### src/hw/rtl/caseless_wildcard_name_matcher_core_defines.svh
// ---------------------------------------------------------------------------
// caseless wildcard name matcher: assertion macros
// shared property forms for the matcher's concurrent checks
// ---------------------------------------------------------------------------
`ifndef CASELESS_WILDCARD_NAME_MATCHER_CORE_DEFINES_SVH
`define CASELESS_WILDCARD_NAME_MATCHER_CORE_DEFINES_SVH

// same-cycle implication, checks off while reset is held
`define CWM_ASSERT_NOW(label, clk, rst_n, ante, cons, msg) \
    label: assert property (@(posedge clk) disable iff (!(rst_n)) (ante) |-> (cons)) \
        else $error(msg);

// next-cycle implication, checks off while reset is held
`define CWM_ASSERT_NEXT(label, clk, rst_n, ante, cons, msg) \
    label: assert property (@(posedge clk) disable iff (!(rst_n)) (ante) |=> (cons)) \
        else $error(msg);

`endif

### src/hw/rtl/cwm_pkg.sv
// ---------------------------------------------------------------------------
// cwm_pkg
// constants, types and the character fold shared by the name matcher
// ---------------------------------------------------------------------------
package cwm_pkg;

    localparam int MAX_PATTERN = 16;
    localparam int CHAR_W      = 16;
    localparam int PAT_CHARS   = 16;          // characters held by the pattern registers
    localparam int PAT_REGS    = 4;
    localparam int CFG_DATA_W  = 64;
    localparam int CFG_IDX_W   = 3;
    localparam int MODE_W      = 3;
    localparam int LEN_REG_W   = 5;
    localparam int LEN_W       = $clog2(MAX_PATTERN + 1);
    localparam int CNT_W       = $clog2(MAX_PATTERN + 2);
    localparam int IDX_W       = (MAX_PATTERN > 1) ? $clog2(MAX_PATTERN) : 1;

    // match kinds
    localparam logic [MODE_W-1:0] MODE_EXACT     = 3'd0;
    localparam logic [MODE_W-1:0] MODE_PREFIX    = 3'd1;
    localparam logic [MODE_W-1:0] MODE_SUFFIX    = 3'd2;
    localparam logic [MODE_W-1:0] MODE_SUBSTRING = 3'd3;
    localparam logic [MODE_W-1:0] MODE_ALL       = 3'd4;

    // register indexes
    localparam logic [CFG_IDX_W-1:0] CFG_MODE  = 3'd0;
    localparam logic [CFG_IDX_W-1:0] CFG_LEN   = 3'd1;
    localparam logic [CFG_IDX_W-1:0] CFG_PAT_A = 3'd2;
    localparam logic [CFG_IDX_W-1:0] CFG_PAT_B = 3'd3;
    localparam logic [CFG_IDX_W-1:0] CFG_PAT_C = 3'd4;
    localparam logic [CFG_IDX_W-1:0] CFG_PAT_D = 3'd5;

    typedef logic [CHAR_W-1:0] t_char;
    typedef logic [MAX_PATTERN-1:0][CHAR_W-1:0] t_char_vec;

    // settings seen by the tracker
    typedef struct packed {
        logic [MODE_W-1:0] mode;
        logic [LEN_W-1:0]  len;    // length in use, limited to MAX_PATTERN
        t_char_vec         fwd;    // folded pattern, character 0 at entry 0
        t_char_vec         rev;    // folded pattern reversed, last character at entry 0
    } t_cfg;

    // ascii upper case to lower case, all else unchanged
    function automatic t_char fold_char(input t_char c);
        if ((c >= 16'h0041) && (c <= 16'h005A)) begin
            return c + 16'h0020;
        end
        return c;
    endfunction

endpackage

### src/hw/rtl/cwm_cfg.sv
// ---------------------------------------------------------------------------
// cwm_cfg
// configuration registers and the folded, aligned views of the pattern
// ---------------------------------------------------------------------------
module cwm_cfg
    import cwm_pkg::*;
(
    input  logic                  i_clk,
    input  logic                  i_rst_n,
    input  logic                  i_cfg_we,
    input  logic [CFG_IDX_W-1:0]  i_cfg_index,
    input  logic [CFG_DATA_W-1:0] i_cfg_data,
    output t_cfg                  o_cfg
);

    logic [MODE_W-1:0]                  r_mode;
    logic [LEN_REG_W-1:0]               r_len;
    logic [PAT_REGS-1:0][CFG_DATA_W-1:0] r_pat;
    logic [PAT_CHARS*CHAR_W-1:0]        pat_flat;
    logic [LEN_W-1:0]                   len_used;
    t_char_vec                          pat_fwd;
    t_char_vec                          pat_rev;

    always_ff @(posedge i_clk) begin
        if (!i_rst_n) begin
            r_mode <= '0;
            r_len  <= '0;
            r_pat  <= '0;
        end else if (i_cfg_we) begin
            unique case (i_cfg_index)
                CFG_MODE:  r_mode   <= i_cfg_data[MODE_W-1:0];
                CFG_LEN:   r_len    <= i_cfg_data[LEN_REG_W-1:0];
                CFG_PAT_A: r_pat[0] <= i_cfg_data;
                CFG_PAT_B: r_pat[1] <= i_cfg_data;
                CFG_PAT_C: r_pat[2] <= i_cfg_data;
                CFG_PAT_D: r_pat[3] <= i_cfg_data;
                default: ;
            endcase
        end
    end

    assign pat_flat = r_pat;

    always_comb begin
        if (int'(r_len) > MAX_PATTERN) begin
            len_used = LEN_W'(MAX_PATTERN);
        end else begin
            len_used = LEN_W'(r_len);
        end
    end

    // characters past the register file read as zero
    always_comb begin
        for (int i = 0; i < MAX_PATTERN; i++) begin
            if (i < PAT_CHARS) begin
                pat_fwd[i] = fold_char(pat_flat[i*CHAR_W +: CHAR_W]);
            end else begin
                pat_fwd[i] = '0;
            end
        end
    end

    // entry k pairs with window entry k (newest first)
    always_comb begin
        logic [LEN_W-1:0] src;
        for (int k = 0; k < MAX_PATTERN; k++) begin
            src = LEN_W'(len_used - LEN_W'(1) - LEN_W'(k));
            if (LEN_W'(k) < len_used) begin
                pat_rev[k] = pat_fwd[src[IDX_W-1:0]];
            end else begin
                pat_rev[k] = '0;
            end
        end
    end

    assign o_cfg.mode = r_mode;
    assign o_cfg.len  = len_used;
    assign o_cfg.fwd  = pat_fwd;
    assign o_cfg.rev  = pat_rev;

endmodule

### src/hw/rtl/cwm_track.sv
// ---------------------------------------------------------------------------
// cwm_track
// per-name state: recent window, prefix and substring flags, count,
// and the match decision on the word that ends a name
// ---------------------------------------------------------------------------
module cwm_track
    import cwm_pkg::*;
(
    input  logic  i_clk,
    input  logic  i_rst_n,
    input  logic  i_go,
    input  t_char i_char,
    input  logic  i_has,
    input  logic  i_last,
    input  t_cfg  i_cfg,
    output logic  o_matched
);

    localparam logic [CNT_W-1:0] CNT_SAT = CNT_W'(MAX_PATTERN + 1);

    t_char_vec        r_window, n_window;
    logic             r_prefix_ok, n_prefix_ok;
    logic             r_sub_found, n_sub_found;
    logic [CNT_W-1:0] r_count, n_count;

    t_char            fc;
    logic [CNT_W-1:0] len_c;
    logic             tail_hit;

    assign fc    = fold_char(i_char);
    assign len_c = CNT_W'(i_cfg.len);

    always_comb begin
        n_window = r_window;
        n_count  = r_count;
        if (i_has) begin
            n_window = {r_window[MAX_PATTERN-2:0], fc};
            if (r_count != CNT_SAT) begin
                n_count = r_count + CNT_W'(1);
            end
        end
    end

    // prefix check uses the count before this character
    always_comb begin
        n_prefix_ok = r_prefix_ok;
        if (i_has && (r_count < len_c)
                && (fc != i_cfg.fwd[r_count[IDX_W-1:0]])) begin
            n_prefix_ok = 1'b0;
        end
    end

    // newest len characters against the pattern, all lanes in parallel
    always_comb begin
        tail_hit = (n_count >= len_c);
        for (int k = 0; k < MAX_PATTERN; k++) begin
            if ((LEN_W'(k) < i_cfg.len) && (n_window[k] != i_cfg.rev[k])) begin
                tail_hit = 1'b0;
            end
        end
    end

    assign n_sub_found = r_sub_found | (i_has & tail_hit);

    always_comb begin
        unique case (i_cfg.mode)
            MODE_EXACT:     o_matched = n_prefix_ok && (n_count == len_c);
            MODE_PREFIX:    o_matched = n_prefix_ok && (n_count >= len_c);
            MODE_SUFFIX:    o_matched = tail_hit;
            MODE_SUBSTRING: o_matched = (i_cfg.len == '0) || n_sub_found;
            MODE_ALL:       o_matched = 1'b1;
            default:        o_matched = 1'b0;
        endcase
    end

    always_ff @(posedge i_clk) begin
        if (!i_rst_n) begin
            r_window    <= '0;
            r_prefix_ok <= 1'b1;
            r_sub_found <= 1'b0;
            r_count     <= '0;
        end else if (i_go) begin
            if (i_last) begin
                r_window    <= '0;
                r_prefix_ok <= 1'b1;
                r_sub_found <= 1'b0;
                r_count     <= '0;
            end else begin
                r_window    <= n_window;
                r_prefix_ok <= n_prefix_ok;
                r_sub_found <= n_sub_found;
                r_count     <= n_count;
            end
        end
    end

endmodule

### src/hw/rtl/caseless_wildcard_name_matcher_core.sv
// ---------------------------------------------------------------------------
// caseless_wildcard_name_matcher_core
// streams a name one character per word and reports a caseless match
// ---------------------------------------------------------------------------
// One word is taken every clock unless an end-of-name word is waiting. A
// word sits in the input register while the window compare (all sixteen
// lanes side by side) updates the name state; the word that ends a name
// then writes its result to the output register, which holds it until it
// is taken. Only an end-of-name word
// can wait, and only while the output register still holds an untaken
// result; intake stops while it waits. Words inside a name never wait in
// the input register. No clearing pass.
module caseless_wildcard_name_matcher_core
    import cwm_pkg::*;
(
    input  logic                  i_clk,
    input  logic                  i_rst_n,
    input  logic                  i_in_valid,
    output logic                  o_in_ready,
    input  logic [CHAR_W-1:0]     i_symbol_char,
    input  logic                  i_has_char,
    input  logic                  i_end_of_name,
    output logic                  o_out_valid,
    input  logic                  i_out_ready,
    output logic                  o_matched,
    input  logic                  i_cfg_we,
    input  logic [CFG_IDX_W-1:0]  i_cfg_index,
    input  logic [CFG_DATA_W-1:0] i_cfg_data
);

`include "caseless_wildcard_name_matcher_core_defines.svh"

    logic  r_in_valid;
    t_char r_char;
    logic  r_has;
    logic  r_last;
    logic  r_out_valid;
    logic  r_matched;

    logic  out_free;
    logic  s1_go;
    logic  matched;
    t_cfg  cfg;

    cwm_cfg u_cfg (
        .i_clk       (i_clk),
        .i_rst_n     (i_rst_n),
        .i_cfg_we    (i_cfg_we),
        .i_cfg_index (i_cfg_index),
        .i_cfg_data  (i_cfg_data),
        .o_cfg       (cfg)
    );

    cwm_track u_track (
        .i_clk     (i_clk),
        .i_rst_n   (i_rst_n),
        .i_go      (s1_go),
        .i_char    (r_char),
        .i_has     (r_has),
        .i_last    (r_last),
        .i_cfg     (cfg),
        .o_matched (matched)
    );

    assign out_free   = !r_out_valid || i_out_ready;
    assign s1_go      = r_in_valid && (!r_last || out_free);
    assign o_in_ready = !r_in_valid || s1_go;

    always_ff @(posedge i_clk) begin
        if (!i_rst_n) begin
            r_in_valid <= 1'b0;
        end else if (o_in_ready) begin
            r_in_valid <= i_in_valid;
        end
    end

    always_ff @(posedge i_clk) begin
        if (o_in_ready && i_in_valid) begin
            r_char <= i_symbol_char;
            r_has  <= i_has_char;
            r_last <= i_end_of_name;
        end
    end

    always_ff @(posedge i_clk) begin
        if (!i_rst_n) begin
            r_out_valid <= 1'b0;
        end else if (s1_go && r_last) begin
            r_out_valid <= 1'b1;
        end else if (i_out_ready) begin
            r_out_valid <= 1'b0;
        end
    end

    always_ff @(posedge i_clk) begin
        if (s1_go && r_last) begin
            r_matched <= matched;
        end
    end

    assign o_out_valid = r_out_valid;
    assign o_matched   = r_matched;

    // words inside a name never stall
    `CWM_ASSERT_NOW(a_mid_name_flows, i_clk, i_rst_n, r_in_valid && !r_last, s1_go,
        "mid-name word held in input register")
    // an end word always lands in the output register
    `CWM_ASSERT_NEXT(a_end_gives_result, i_clk, i_rst_n, s1_go && r_last, r_out_valid,
        "end of name produced no result")
    // a pending end word blocks intake while the result is not taken
    `CWM_ASSERT_NOW(a_end_blocks, i_clk, i_rst_n,
        r_in_valid && r_last && r_out_valid && !i_out_ready, !o_in_ready && !s1_go,
        "end word advanced over an untaken result")

endmodule

### config.mk
export PLATFORM = sky130hd
export DESIGN_NAME = caseless_wildcard_name_matcher_core
export DESIGN_NICKNAME = d
export VERILOG_FILES = /design/src/hw/rtl/cwm_pkg.sv /design/src/hw/rtl/cwm_cfg.sv /design/src/hw/rtl/cwm_track.sv /design/src/hw/rtl/caseless_wildcard_name_matcher_core.sv
export VERILOG_INCLUDE_DIRS = /design/src /design/src/hw/rtl
export SDC_FILE = /design/constraint.sdc
export NUM_CORES = 2
export LEC_CHECK = 0
export BUFFER_PORTS_ARGS = -buffer_cell sky130_fd_sc_hd__buf_2
export CAP_MARGIN = 10
export CORE_UTILIZATION = 40
export DETAILED_ROUTE_END_ITERATION = 8
export SLEW_MARGIN = 30
export SYNTH_ARGS = -nofsm -noshare
export SYNTH_HDL_FRONTEND = slang
export SYNTH_SLANG_ARGS = --single-unit
### constraint.sdc
create_clock -name i_clk -period 7.89 [get_ports i_clk]
set_input_delay 1.578 -clock i_clk [delete_from_list [all_inputs] [get_ports i_clk]]
set_output_delay 1.578 -clock i_clk [all_outputs]
set_load 0.02 [all_outputs]
; Word-level counts from Yosys, hierarchy flattened
; Index checks and enable logic that the tools add are counted.
[classes]
n_addsub = 34
n_mul = 0
div_mod_pow = 0
order_cmp = 70
eq_ne = 28
n_shift = 0
n_mux = 129
bitwise_logic = 2
n_reduce_logical = 57
[op_table]
columns = op, count
row1 = $bmux 16 s4, 17
row2 = $mux 16, 67
row3 = $mux 256, 2
row4 = $add 16x6->16 const B, 17
row5 = $ge 16x7->1 const B, 17
row6 = $le 16x7->1 const B, 17
row7 = $ne 16x16->1, 17
row8 = $lt 4x5->1 const B, 17
row9 = $logic_and 1x1->1, 40
row10 = $lt 4x5->1 const A, 8
row11 = $mux 1, 38
row12 = $sub 4x4->4 const B, 8
row13 = $lt 3x5->1 const A, 4
row14 = $mux 5, 4
row15 = $sub 4x3->4 const B, 4
row16 = $eq 3x2->1 const B, 4
row17 = $reduce_and 2->1, 6
row18 = $lt 1x5->1 const A, 2
row19 = $lt 2x5->1 const A, 2
row20 = $eq 3x3->1 const B, 3
row21 = $sub 4x1->4 const B, 2
row22 = $sub 4x2->4 const B, 2
row23 = $eq 3x1->1 const B, 2
row24 = $logic_not 3->1, 2
row25 = other kinds (13), 18
[word_totals]
register_bits = 548
latch_bits = 0
mem_bits_rw = 0
mem_bits_ro = 0
in_bits = 90
out_inout_bits = 3
word_cells = 351
memories = 0

; Logic depth before layout (Yosys ltp)
[logic_depth]
ltp_word = 29
depth_mapped = 32
depth_no_buf = 18

; Hierarchy
; Synthesis repeated with hierarchy kept, for this count alone.
[unflattened]
cells_unflattened = 5063
hier_area_um2 = 43271.5
[by_module_without_submodules]
columns = mod, instances, cells_each, area_each_um2, seq_area_each_um2
row1 = cwm_cfg, 1, 3214, 24846.3, 5285.1
row2 = cwm_track, 1, 1818, 17737.0, 5265.0
row3 = caseless_wildcard_name_matcher_core, 1, 31, 688.2, 610.6

; Least setup slack after synthesis
; Ideal clock, no wire load.
[synth_timing]
kind = register to register
startpoint = register u_cfg.r_len[1]
endpoint = register r_matched, in the netlist o_matched, data pin
setup_ns = 0.145
arrival_time_ns = 6.969
t_required_ns = 7.745
slack_ns = 0.776
path_stages_with_launch = 30
path_buffers = 13
period_less_slack_ns = 7.114
path_cell_list = dfxtp_1 > buf_2 > nor2b_1 > buf_2 > inv_2 > buf_2 > buf_4 > buf_2 > buf_2 > buf_1 > ha_1 > buf_2 > inv_2 > buf_2 > buf_1 > clkbuf_1 > buf_1 > ha_1 > a21oi_1 > xnor2_1 > clkbuf_1 > mux4_2 > nor2_1 > xnor2_1 > or4_1 > nor4_1 > a41oi_1 > nor4_1 > nand4_1 > o21ai_1
[synth_between]
elab_chain_cells = 28
word_cells_on_any_way = 143
classes_between = add/sub: 16 / order compare: 19 / eq/ne: 17 / mux: 67 / bitwise: 2 / reduce/logical: 22
[synth_rtl]
columns = item, line
row1 = "start, declared", cwm_cfg.sv:17  ; logic [LEN_REG_W-1:0] r_len;
row2 = "start signal, assigned", cwm_cfg.sv:32  ; CFG_LEN: r_len <= i_cfg_data[LEN_REG_W-1:0];
row3 = $gt 5x5->1, cwm_cfg.sv:45  ; if (int'(r_len) > MAX_PATTERN) begin
row4 = $mux 5 *, cwm_cfg.sv:45
row5 = $sub 4x1->4, cwm_cfg.sv:67  ; src = LEN_W'(len_used - LEN_W'(1) - LEN_W'(k));
row6 = $sub 4x1->4 / $bmux 16 s4 (equally long branches), "cwm_cfg.sv:67, cwm_cfg.sv:69"
row7 = $bmux 16 s4 / $mux 16 (equally long branches), cwm_cfg.sv:69  ; pat_rev[k] = pat_fwd[src[IDX_W-1:0]];
row8 = "$mux 16, on equally long branches", "cwm_cfg.sv:69, cwm_cfg.sv:68"
row9 = $mux 16 / $ne 16x16->1 (equally long branches), "cwm_cfg.sv:68, cwm_track.sv:57"
row10 = $ne 16x16->1 / $logic_and 1x1->1 (equally long branches), cwm_track.sv:57  ; if ((LEN_W'(k) < i_cfg.len) && (n_window[k] != i_cfg.rev[k])) begin
row11 = $logic_and 1x1->1 / $mux 1 (equally long branches), cwm_track.sv:57
row12 = $mux 1 (15 in a row), cwm_track.sv:57
row13 = $and 1x1->1, cwm_track.sv:63  ; assign n_sub_found = r_sub_found | (i_has & tail_hit);
row14 = $or 1x1->1, cwm_track.sv:63
row15 = $logic_or 1x1->1, cwm_track.sv:70  ; MODE_SUBSTRING: o_matched = (i_cfg.len == '0) || n_sub_found;
row16 = $pmux 1 s5 *, cwm_track.sv:66  ; unique case (i_cfg.mode)
row17 = via matched, caseless_wildcard_name_matcher_core.sv:42  ; logic matched;
row18 = "end signal, assigned", caseless_wildcard_name_matcher_core.sv:97  ; r_matched <= matched;
row19 = "end, declared", caseless_wildcard_name_matcher_core.sv:38  ; logic r_matched;
; The timed path passes the listed nets; every way through them passes the cells marked *. The select of a mux whose other input is x is not followed.
; A chain may end at the register's enable or synchronous reset.

; Final worst setup path
; Ends and elaborated chain as after synthesis.

==> impl_metrics.py <==
metrics = {
    "run_status": {
        "outcome": "complete, no violations",
    },
    "floorplanning": {
        "die_x_um": 342,
        "die_area_um2": 117000,
        "row_count": 124,
        "die_h_um": 342,
        "initial_core_util": 0.404,
        "io-pin-count": 93,
        "core-area_um2": 114000,
    },
    "power_and_ir_drop": {
        "total_power_w": 0.00763,
        "p_comb_frac": 0.193,
        "internal-power_w": 0.00512,
        "seq_power_share": 0.384,
        "sw_frac_of_total": 0.328,
        "power.switching_w": 0.00250,
        "peakVddDrop_uv": 164,
        "p_per_area_nw_per_um2": 151,
        "p_leak_nw": 17.4,
        "pwr-share-clk": 0.422,
    },
    "layout": {
        "nets": 5344,
        "area_growth_pct": 9.67,
        "drive_above_1_share": 0.152,
        "final_cell_count_no_fill": 6791,
        "multi_input_area_um2": 33200,
        "fillers": 11400,
        "regArea_um2": 11200,
    },
    "sta": {
        "fmax_ghz": 0.147,
        "skew_ns": 0.0338,
        "tightestPinTransition_ns": 1.21,
        "period_needed_ns": 6.81,
        "setup_viol": 0,
        "finalHoldViolCount": 0,
        "rsz0062_at_grt": "false",
        "slew_headroom": 0.186,
        "setup_tns_ns": 0,
        "period_share": 0.863,
        "slew_violations": 0,
    },
    "synth": {
        "synthCells": 5404,
        "ys_types": 93,
        "syn-num-nets": 5529,
        "ys_seq_area_frac": 0.242,
        "ys.flop_type": "dfxtp_1",
        "synth_area_leaders": "dfxtp_1 23%, mux2i_1 13%, mux4_2 12%",
        "synth_top_area_cell": "dfxtp_1",
        "yosys-top-cells-count": "810 x nand2_1, 579 x mux2i_1, 529 x dfxtp_1",
        "synth.most_common_cell": "nand2_1",
        "async_flop_share": 0,
        "ys_warn_count": 0,
        "netlist.area_leader.share": 0.229,
        "synth_edf_count": 19,
        "syn-cell-area_um2": 46200,
        "avgSynthCellArea_um2": 8.55,
        "ys_ff_latch": 548,
    },
    "clock_network": {
        "clkLatencyLatePin_ns": 0.68,
        "clk_pin_slew_worst_paths_ns": 0.07,
        "clock_sinks": 548,
        "htree_levels": 3,
        "numCtsBuffers": 68,
        "clockBufferDepth": 3,
        "cts_setup_buffers": 0,
        "cts_resized": 0,
        "root_buffer": "clkbuf_16",
        "cts_hold_buf": 0,
        "cts_tree": "built",
    },
    "critical_path": {
        "cp.required_ns": 8.40,
        "cp-end-kind": "flip-flop",
        "cpMaxStageDelayCell": "nor4_1",
        "critPathLaunchType": "flip-flop",
        "crit_path_max_incr_delay_ns": 0.64,
        "critPathMaxFanout": 29,
        "crit_chain": "nor2b_4 > clkinv_2 > ha_1 > buf_4 > xnor2_4 > inv_2 > ha_1 > a21oi_1 > xnor2_4 > mux4_2 > nor2_1 > xnor2_1 > or4_1 > nor4_1 > a41oi_1 > nor4_1 > nand4_1 > o21ai_1",
        "reg2reg_depth": 18,
        "arrival_ns": 7.32,
        "path_class": "flip-flop to flip-flop",
    },
    "drt": {
        "drc": 0,
        "drt-vias-per-instance": 6.92,
        "drtIter0Drc": 6841,
        "vias": 47000,
        "wirelength_um": 263000,
        "routedWlPerCell_um": 38.7,
        "first_pass_iters": 6,
        "ant_nets": 0,
    },
    "placement": {
        "post-place-cells": 6658,
        "hpwl_um": 201000,
        "routabilityCongestion": 1.06,
        "io_buffers": 92,
    },
    "global_route": {
        "grt_util_all_layers": 0.439,
        "grt_pass1_vias": 42600,
        "overflow": 0,
        "antenna_found_initial": 23,
        "grt_max_degree": 250,
        "grt_pass1_wl_um": 358000,
    },
    "worst_hold_path": {
        "hold_path_class": "flip-flop to flip-flop",
        "holdPathStages": 2,
    },
    "run": {
        "drv_cap": 0,
    },
}
## path summary, 6_finish.rpt
check	end	start	slack, ns
min	u_track.r_prefix_ok	u_track.r_prefix_ok	0.47
max reg2reg	o_matched	u_cfg.r_len[1]	1.08
min reg2reg	u_track.r_prefix_ok	u_track.r_prefix_ok	0.47
max	o_matched	u_cfg.r_len[1]	1.08
## per-layer routing
layer  routed length [µm]  global-route usage  share of wire  vias up
met5                   75                   0        0.00029        -
met4                22600               0.320          0.086       10
met3                28100               0.115           0.11      548
met2               106000               0.608           0.40     2947
met1               106000               0.584           0.40    23700
li1                     -                   -              -    19700
## power groups by stage
stage | combinational, W | sequential [W] | clock (W)
global route | 0.00151 | 0.00293 | 0.00335
detailed placement | 0.00141 | 0.00298 | 0
CTS | 0.00142 | 0.00292 | 0.00325
floorplan | 0.000853 | 0.00291 | 0
finish | 0.00148 | 0.00293 | 0.00322
global placement | 0.00141 | 0.00298 | 0
## metrics by stage
stage / hold slack, ns / utilization / instance area (µm²) / worst slack, ns
2_1_floorplan: 0.425 / - / 46200 / 0.776
3_3_place_gp: 0.461 / 0.420 / 48000 / 1.23
3_5_place_dp: 0.463 / 0.422 / 48200 / 1.29
4_1_cts: 0.474 / 0.442 / 50500 / 1.25
5_1_grt: 0.502 / 0.443 / 50700 / 0.899
6_report: 0.469 / 0.443 / 50700 / 1.08
## registers in the layout (all words and copies together) (netlist names)
signal and flops:
u_cfg.pat_flat 256, u_track.r_window 256, r_char 16, u_cfg.r_len 5, u_track.r_count 5, u_cfg.r_mode 3, o_matched 1, o_out_valid 1
r_has 1, r_in_valid 1, r_last 1, u_track.r_prefix_ok 1, u_track.r_sub_found 1
## cell families after synthesis
family,after synthesis,synth area share
AND/OR/NAND/NOR,1824,0.190
AO/OA/AOI/OAI,1312,0.203
multiplexers,881,0.259
buffers and inverters,561,0.0500
flip-flops,548,0.242
XOR/XNOR,243,0.0473
adder cells (fa/ha/maj),35,0.00948
## critical path: cells and delay by family (launching register included)
kind / cells / cell delay (ns)
fa+ha+maj: 2 / 0.72
xor+xnor: 3 / 0.91
compound gates: 3 / 0.91
flops: 1 / 0.60
simple gates: 6 / 2.10
buf+inv: 3 / 0.98
mux: 1 / 0.40
## area by class of cell
cell class,instances,area share
Inverter,38,0.00299
Clock buffer,96,0.0382
Multi-Input combinational cell,4295,0.656
Tap cell,1512,0.0373
Antenna cell,6,0.000296
Clock inverter,28,0.00679
Sequential cell,548,0.221
Timing Repair Buffer,268,0.0380
## placed cells by master, fill, tap and decap left out, types with 68 or more instances in the layout
master,count
buf_2,91
a21oi_1,159
mux2i_1,577
mux4_2,244
nand2_1,807
nor2_1,224
a22oi_1,266
nand3_1,98
dfxtp_1,522
nor3_1,103
a21boi_0,259
o22ai_1,72
buf_4,165
xor2_1,123
clkbuf_16,68
nor2b_1,285
xnor2_1,107
o21ai_0,113
Power figures use the tool's default switching activity.
